==> config.mk <==
export PLATFORM = sky130hd
export DESIGN_NAME = chm_bucket_rem
export DESIGN_NICKNAME = d
export VERILOG_FILES = /design/src/hdl/chm_pkg.sv /design/src/hdl/chm_bucket_rem.sv
export SDC_FILE = /design/constraint.sdc
export NUM_CORES = 1
export LEC_CHECK = 0
export BUFFER_PORTS_ARGS = -buffer_cell sky130_fd_sc_hd__buf_2
export CAP_MARGIN = 20
export CORE_AREA = 2 2 39 41
export CTS_CLUSTER_DIAMETER = 60
export CTS_CLUSTER_SIZE = 40
export DETAILED_ROUTE_END_ITERATION = 8
export DIE_AREA = 0 0 41 43
export GPL_TIMING_DRIVEN = 1
export SYNTH_ARGS = -nofsm -noshare
export SYNTH_HDL_FRONTEND = slang
export SYNTH_SLANG_ARGS = --single-unit
==> constraint.sdc <==
create_clock -name i_clk -period 1.7 [get_ports i_clk]
set_input_delay 0.255 -clock i_clk [delete_from_list [all_inputs] [get_ports i_clk]]
set_output_delay 0.255 -clock i_clk [all_outputs]
set_load 0.01 [all_outputs]
==> src/hdl/chm_pkg.sv <==
// Shared types and constants for the chained hash map.
`timescale 1ns / 1ps
package chm_pkg;

    localparam int BUCKETS_DEF      = 8;
    localparam int POOL_ENTRIES_DEF = 64;

    typedef enum logic [1:0] {
        OP_PUT    = 2'd0,
        OP_GET    = 2'd1,
        OP_REMOVE = 2'd2,
        OP_NONE   = 2'd3
    } t_opcode;

    typedef struct packed {
        logic [1:0]         opcode;
        logic signed [31:0] key;
        logic [31:0]        value_in;
    } t_req;

    typedef struct packed {
        logic        status;
        logic        found;
        logic [31:0] value_out;
        logic [6:0]  entry_total;
    } t_rsp;

    typedef enum logic [2:0] {
        S_IDLE,
        S_HASH,
        S_WALK,
        S_CMP,
        S_ACT,
        S_ALLOC,
        S_REM_FREE
    } t_state;

endpackage

==> src/hdl/chm_bucket_rem.sv <==
// Bucket index unit: key modulo bucket count, one key byte per cycle when the count is not a power of two.
`timescale 1ns / 1ps
module chm_bucket_rem #(
    parameter int BUCKETS = chm_pkg::BUCKETS_DEF
) (
    input  logic                                         i_clk,
    input  logic                                         i_rst_n,
    input  logic                                         i_start,
    input  logic [31:0]                                  i_key,
    output logic                                         o_done,
    output logic [(BUCKETS > 1 ? $clog2(BUCKETS) : 1)-1:0] o_bucket
);
    import chm_pkg::*;

    localparam int  BW      = (BUCKETS > 1) ? $clog2(BUCKETS) : 1;
    localparam bit  IS_POW2 = ((BUCKETS & (BUCKETS - 1)) == 0);
    // reciprocal of the bucket count, scaled so the quotient estimate is at most one low
    localparam int  SH      = BW + 8;
    localparam int  MUL     = (1 << SH) / BUCKETS;

    logic            r_busy, n_busy;
    logic            r_done, n_done;
    logic [2:0]      r_cnt, n_cnt;
    logic [31:0]     r_sh, n_sh;
    logic [BW-1:0]   r_rem, n_rem;
    logic [BW+7:0]   fold;
    logic [BW+16:0]  prod;
    logic [7:0]      quo;
    logic [BW+7:0]   diff;

    always_comb begin
        n_busy = r_busy;
        n_done = 1'b0;
        n_cnt  = r_cnt;
        n_sh   = r_sh;
        n_rem  = r_rem;
        fold   = {r_rem, r_sh[31:24]};
        prod   = (BW + 17)'(fold) * (BW + 17)'(MUL);
        quo    = prod[SH+7:SH];
        diff   = fold - (BW + 8)'(quo) * (BW + 8)'(BUCKETS);
        if (diff >= (BW + 8)'(BUCKETS)) begin
            diff = diff - (BW + 8)'(BUCKETS);
        end
        if (i_start) begin
            if (IS_POW2) begin
                n_rem  = i_key[BW-1:0];
                n_done = 1'b1;
            end else begin
                n_sh   = i_key;
                n_rem  = '0;
                n_cnt  = 3'd4;
                n_busy = 1'b1;
            end
        end else if (r_busy) begin
            // fold in the next key byte and reduce
            n_rem = diff[BW-1:0];
            n_sh  = {r_sh[23:0], 8'd0};
            n_cnt = r_cnt - 3'd1;
            if (r_cnt == 3'd1) begin
                n_busy = 1'b0;
                n_done = 1'b1;
            end
        end
    end

    always_ff @(posedge i_clk) begin
        if (!i_rst_n) begin
            r_busy <= 1'b0;
            r_done <= 1'b0;
            r_cnt  <= '0;
        end else begin
            r_busy <= n_busy;
            r_done <= n_done;
            r_cnt  <= n_cnt;
        end
        r_sh  <= n_sh;
        r_rem <= n_rem;
    end

    assign o_done   = r_done;
    assign o_bucket = r_rem;

endmodule

==> flow_metrics.env, run 1 <==
export IMPL_cts_buffers=3
export IMPL_route_detailed_drc=0
export IMPL_min_to="o_done"
export IMPL_yosysTopAreaCellShare=0.297
export IMPL_vdd_ir_drop_max_uv=422
export IMPL_clock_skew_ns=0.00396
export IMPL_grt_overflow=0
export IMPL_yosysSeqAreaShare=0.565
export IMPL_synthesis_nets=65
export IMPL_reg2reg_from="r_cnt[0]"
export IMPL_synth_area_leaders="dfxtp_1, edfxtp_1, and2_1"
export IMPL_drtAntennaViolNets=0
export IMPL_yosysWarnings=0
export IMPL_tightest_slew_ns=0.170
export IMPL_cts_resized=0
export IMPL_firstDrtPassIters=2
export IMPL_path_class="register to register"
export IMPL_syn2layout_area_growth_pct=27.1
export IMPL_worstHoldStart="i_rst_n"
export IMPL_layout_setup_ws_ns=0.688
export IMPL_num_io_pins=39
export IMPL_yosys_area_top_type="dfxtp_1"
export IMPL_fin_nets=79
export IMPL_max_stage_delay_ns=0.31
export IMPL_grt_start_max_net_pins=9
export IMPL_reg2reg_slack_ns=0.69
export IMPL_final_setup_viol_count=0
export IMPL_r2r_cells=5
export IMPL_maxSlewViolCount=0
export IMPL_synth_cells=28
export IMPL_vias_per_cell=4.21
export IMPL_layout_drive_gt1_share=0.317
export IMPL_io_buffers=9
export IMPL_start_util=0.243
export IMPL_diodes=0
export IMPL_fmax_mhz=988
export IMPL_fillCellCount=151
export IMPL_p_switching_uw=75.6
export IMPL_seqPwrFrac=0.542
export IMPL_rows=14
export IMPL_drt_wirelength_per_cell_um=9.65
export IMPL_crit_required_ns=1.84
export IMPL_period_needed_ns=1.01
export IMPL_finalCritPeriodShare=0.595
export IMPL_yosys_top_cells_count="and2_1, dfxtp_1, edfxtp_1, inv_1"
export IMPL_whs_path_depth=2
export IMPL_outcome="finished clean"
export IMPL_clock_power_share=0.394
export IMPL_pwr_share_comb=0.064
export IMPL_wirelength_um=550
export IMPL_gp_congestion=0.631
export IMPL_switching_share=0.197
export IMPL_clockBufferDepth=2
export IMPL_power_leakage_nw=0.180
export IMPL_design_area_sq_um=428
export IMPL_ys_flop_type="dfxtp_1"
export IMPL_grt_pass1_vias=237
export IMPL_power_density_nw_per_um2=896
export IMPL_num_vias=240
export IMPL_cp_arrival_ns=1.15
export IMPL_post_cts_setup_buffers=0
export IMPL_slew_headroom=0.886
export IMPL_timing_hold_violations_final=0
export IMPL_crit_path_end_kind="register"
export IMPL_synth_cell_types=14
export IMPL_avgSynthCellArea_sq_um=12.0
export IMPL_place_area_sq_um=402
export IMPL_synthArstFlopShare=0
export IMPL_numPlacedInstances=53
export IMPL_drt_iter0_markers=1
export IMPL_cts_reportedPaths_clkPinSlew_ns=0.05
export IMPL_syn_area_sq_um=337
export IMPL_pre_cts_slack_ns=0.700
export IMPL_hold_buffers=0
export IMPL_cp_cell_sequence="inv_1 -> ha_1 -> nand3b_1 -> xnor2_1 -> and2_1"
export IMPL_antenna_found_initial=0
export IMPL_rsz0062_at_grt="false"
export IMPL_critPathLaunchType="register"
export IMPL_root_buffer="clkbuf_4"
export IMPL_intPower_uw=308
export IMPL_fp_dieW_um=41
export IMPL_slowest_stage="dfxtp_1"
export IMPL_worst_path_max_fanout=2
export IMPL_synth_edf_count=3
export IMPL_cts_tree="yes"
export IMPL_grt_total_usage=0.0811
export IMPL_hold_class="input port to register"
export IMPL_tns_ns=0
export IMPL_cts_htree_levels=1
export IMPL_reg2reg_to="r_cnt[2]"
export IMPL_final_cells=57
export IMPL_core_area_sq_um=1380
export IMPL_clock_sinks=8
export IMPL_die_area_sq_um=1760
export IMPL_clk_latency_ns=0.25
export IMPL_maxCapViolCount=0
export IMPL_grt_first_pass_wirelength_um=917
export IMPL_ys_ff_latch=8
export IMPL_power_total_uw=384
export IMPL_die_h_um=43
-- layout make-up --
class | count | area [sq um] | share of cell area
Sequential cell | 8 | 190 | 0.444
Multi-Input combinational cell | 17 | 135 | 0.316
Timing Repair Buffer | 9 | 45.0 | 0.105
Clock buffer | 4 | 26.3 | 0.0614
Tap cell | 16 | 20.0 | 0.0468
Inverter | 3 | 11.3 | 0.0263
-- metrics by stage --
| stage | hold WS [ns] | utilization |
|---|---|---|
| final | 0.268 | 0.309 |
| after global routing | 0.278 | 0.309 |
| after CTS | 0.264 | 0.309 |
| after detailed placement | 0.477 | 0.290 |
| after global placement | 0.474 | 0.290 |
| after floorplan | 0.373 | - |
-- layout by cell type, fill, tap and decap left out --
cell type  count
or2_1          1
edfxtp_1       3
o311a_1        1
nor3b_1        1
nand2_1        1
dfxtp_1        5
o211a_1        1
buf_2          9
clkbuf_1       1
nor2b_2        1
o21a_1         1
nand3b_1       1
xnor2_1        2
and2_1         5
inv_1          3
clkbuf_4       3
ha_1           2
-- how the worst max path moves through the flow --
stage,startpoint,end,slack [ns]
6_report,r_cnt[0],r_cnt[2],0.69
5_1_grt,r_cnt[0],r_cnt[2],0.62
4_1_cts,o_bucket[0],o_bucket[0],0.68
3_5_place_dp,r_cnt[0],r_cnt[2],0.70
3_3_place_gp,r_cnt[0],r_cnt[2],0.72
2_1_floorplan,r_cnt[0],r_cnt[2],0.75
-- state kept, by name, indices dropped and copies added (netlist names) --
signal    flops
o_done        1
o_bucket      3
r_busy        1
r_cnt         3
-- routing by layer --
layer	up-vias	routed length, um	global-route usage
li1	120	-	-
met1	108	239	0.0861
met2	12	257	0.122
met3	0	53	0.0785
met4	0	0	0
met5	-	0	0
-- critical path: cells and delay by family, from the launching register on --
family | cells | cell delay, ns
xor+xnor | 1 | 0.13
buf+inv | 1 | 0.08
flops | 1 | 0.31
fa+ha+maj | 1 | 0.16
simple gates | 2 | 0.23
-- cell families (layout without fill, tap and decap cells) --
group | Yosys count | in the layout | synth area share
xor+xnor | 2 | 2 | 0.0521
flops | 8 | 8 | 0.565
compound gates | 3 | 3 | 0.0818
simple gates | 10 | 10 | 0.193
buf+inv | 3 | 16 | 0.0335
fa+ha+maj | 2 | 2 | 0.0743
-- power groups by stage --
stage / clock, mW / sequential, mW / combinational, mW
finish: 0.151 / 0.208 / 0.0246
global route: 0.169 / 0.209 / 0.0284
CTS: 0.160 / 0.208 / 0.0252
detailed placement: 0 / 0.212 / 0.0250
global placement: 0 / 0.212 / 0.0251
floorplan: 0 / 0.216 / 0.00527
Note: power is estimated with default switching activity, not from simulation.
==> inputs of run 2 (changes only) <==
--- a/config.mk
+++ b/config.mk
@@ -5,6 +5,7 @@
 export SDC_FILE = /design/constraint.sdc
 export NUM_CORES = 1
 export LEC_CHECK = 0
+export ABC_AREA = 1
 export BUFFER_PORTS_ARGS = -buffer_cell sky130_fd_sc_hd__buf_2
 export CAP_MARGIN = 20
 export CORE_AREA = 2 2 39 41
@@ -13,6 +14,7 @@
 export DETAILED_ROUTE_END_ITERATION = 8
 export DIE_AREA = 0 0 41 43
 export GPL_TIMING_DRIVEN = 1
+export PLACE_DENSITY = 0.67
 export SYNTH_ARGS = -nofsm -noshare
 export SYNTH_HDL_FRONTEND = slang
 export SYNTH_SLANG_ARGS = --single-unit
==> constraint.sdc (replaced) <==
create_clock -name i_clk -period 0.8 [get_ports i_clk]
set_input_delay 0.12 -clock i_clk [delete_from_list [all_inputs] [get_ports i_clk]]
set_output_delay 0.12 -clock i_clk [all_outputs]
set_load 0.01 [all_outputs]
==> flow_metrics.env, run 2 <==
export IMPL_die_area_sq_um=1760
export IMPL_vdd_ir_drop_max_uv=655
export IMPL_antenna_found_initial=0
export IMPL_hold_buffers=0
export IMPL_outcome="complete, but fails checks"
export IMPL_yosysSeqAreaShare=0.541
export IMPL_num_vias=310
export IMPL_whs_ns=0.112
export IMPL_maxSlewViolCount=0
export IMPL_crit_required_ns=0.68
export IMPL_clk_latency_ns=0.26
export IMPL_drtAntennaViolNets=0
export IMPL_final_cells=74
export IMPL_num_io_pins=39
export IMPL_drt_iter0_markers=5
export IMPL_critPathLaunchType="register"
export IMPL_cp_top_family="flip-flops"
export IMPL_tightest_slew_ns=0.160
export IMPL_synth_edf_count=3
export IMPL_core_area_sq_um=1380
export IMPL_drt_wirelength_per_cell_um=8.89
export IMPL_ys_flop_type="dfxtp_1"
export IMPL_clock_skew_ns=0.00451
export IMPL_die_h_um=43
export IMPL_yosysTopAreaCellShare=0.285
export IMPL_power_density_nw_per_um2=1710
export IMPL_yosys_area_top_type="dfxtp_1"
export IMPL_cts_htree_levels=1
export IMPL_slowest_stage="edfxtp_1"
export IMPL_period_needed_ns=0.888
export IMPL_synth_area_leaders="dfxtp_1, edfxtp_1, nand2_1"
export IMPL_timing_hold_violations_final=0
export IMPL_layout_drive_gt1_share=0.466
export IMPL_maxCapViolCount=0
export IMPL_slew_headroom=0.893
export IMPL_clock_sinks=8
export IMPL_rows=14
export IMPL_synth_cell_types=12
export IMPL_yosys_top_cells_count="nand2_1, inv_1, nor2_1"
export IMPL_cts_buffers=3
export IMPL_syn2layout_area_growth_pct=40.9
export IMPL_cts_reportedPaths_clkPinSlew_ns=0.06
export IMPL_cts_tree="yes"
export IMPL_numPlacedInstances=70
export IMPL_grt_first_pass_wirelength_um=1070
export IMPL_avgSynthCellArea_sq_um=8.18
export IMPL_io_buffers=9
export IMPL_synth_cells=43
export IMPL_max_stage_delay_ns=0.36
export IMPL_cp_arrival_ns=0.77
export IMPL_rsz0062_at_grt="true"
export IMPL_yosysWarnings=0
export IMPL_failed_checks="setup timing"
export IMPL_grt_start_max_net_pins=7
export IMPL_hpwl_um=500
export IMPL_grt_pass1_vias=287
export IMPL_crit_buf_inv=1
export IMPL_synthesis_nets=80
export IMPL_root_buffer="clkbuf_4"
export IMPL_grt_total_usage=0.0971
export IMPL_vias_per_cell=4.19
export IMPL_diodes=0
export IMPL_crit_path_end_kind="output pin"
export IMPL_clockBufferDepth=2
export IMPL_utilization=0.358
export IMPL_ys_ff_latch=8
export IMPL_final_common_cell="nand2_1"
export IMPL_pre_cts_slack_ns=-0.0822
export IMPL_firstDrtPassIters=2
export IMPL_final_cell_mix="nand2_1, buf_2, inv_1, nor2_1, inv_2"
export IMPL_fp_dieW_um=41
export IMPL_post_cts_setup_buffers=0
export IMPL_syn_area_sq_um=352
export IMPL_fmax_mhz=1130
export IMPL_synth_most_common_cell="nand2_1"
export IMPL_hold_class="input port to register"
export IMPL_grt_overflow=0
export IMPL_route_detailed_drc=0
export IMPL_gp_congestion=0.730
export IMPL_power_leakage_nw=0.236
export IMPL_cp_cell_sequence="buf_2"
export IMPL_start_util=0.254
export IMPL_fin_nets=96
export IMPL_path_class="register to output pin"
export IMPL_synthArstFlopShare=0
export IMPL_final_setup_viol_count=7
export IMPL_layout_setup_ws_ns=-0.0880
export IMPL_wirelength_um=658
export IMPL_worst_path_max_fanout=1
export IMPL_finalCritPeriodShare=1.11
## run 2: cell types whose count changed after synthesis, moves of 2 or more
cell	change
and2_1	-5
inv_1	+6
nand2_1	+9
nand3_1	+3
nor2_1	+6
xnor2_1	-2
## run 2: per-layer routing
metal | routed length [um] | up-vias | track usage
met4 | 27 | 0 | 0.100
met3 | 74 | 3 | 0.0314
met5 | 0 | - | 0
met1 | 261 | 133 | 0.115
met2 | 294 | 12 | 0.125
li1 | - | 162 | -
## run 2: metrics by stage
stage	area (sq um)	total power [mW]	setup TNS (ns)
5_1_grt	495	0.885	-0.788
3_5_place_dp	445	0.507	-0.202
6_report	495	0.847	-0.412
3_3_place_gp	445	0.504	-0.147
2_1_floorplan	365	0.473	-0.0666
4_1_cts	490	0.858	-0.494
## run 2: report_power, final
group | total, mW | internal, mW | switching, mW | leakage, nW
sequential | 0.438 | 0.436 | 0.00246 | 0.0719
combinational | 0.0622 | 0.0254 | 0.0368 | 0.149
clock | 0.346 | 0.192 | 0.155 | 0.0150
## run 2: cells by family (layout without fill, tap and decap cells)
logic type	after synthesis	after routing	synth area share
DFF	8	8	0.541
adders and majority gates	2	2	0.0712
AOI/OAI and AO/OA	1	1	0.0142
buffers and inverters	10	25	0.107
and+or+nand+nor	22	22	0.267
## run 2: final cells by class
cell class                 instances  area, sq um
inverter                          10         37.5
sequential                         8          194
fill                             152          888
timing repair buffer              11         60.1
multi-input combinational         25          158
clock buffer                       4         26.3
tap                               16         20.0
## run 2: timing repair
item,in CTS,in global routing
resized for setup,7,1
pin swaps,6,1
setup endpoints to repair,12,12
## run 2: path summary, 6_finish.rpt
check / cells past startpoint / end / slack, ns / from
max: 1 / o_bucket[0] / -0.09 / o_bucket[0]
min: 3 / r_cnt[0] / 0.11 / i_rst_n
max reg2reg: 5 / r_cnt[1] / -0.08 / r_cnt[0]
min reg2reg: 2 / r_cnt[1] / 0.49 / r_cnt[1]
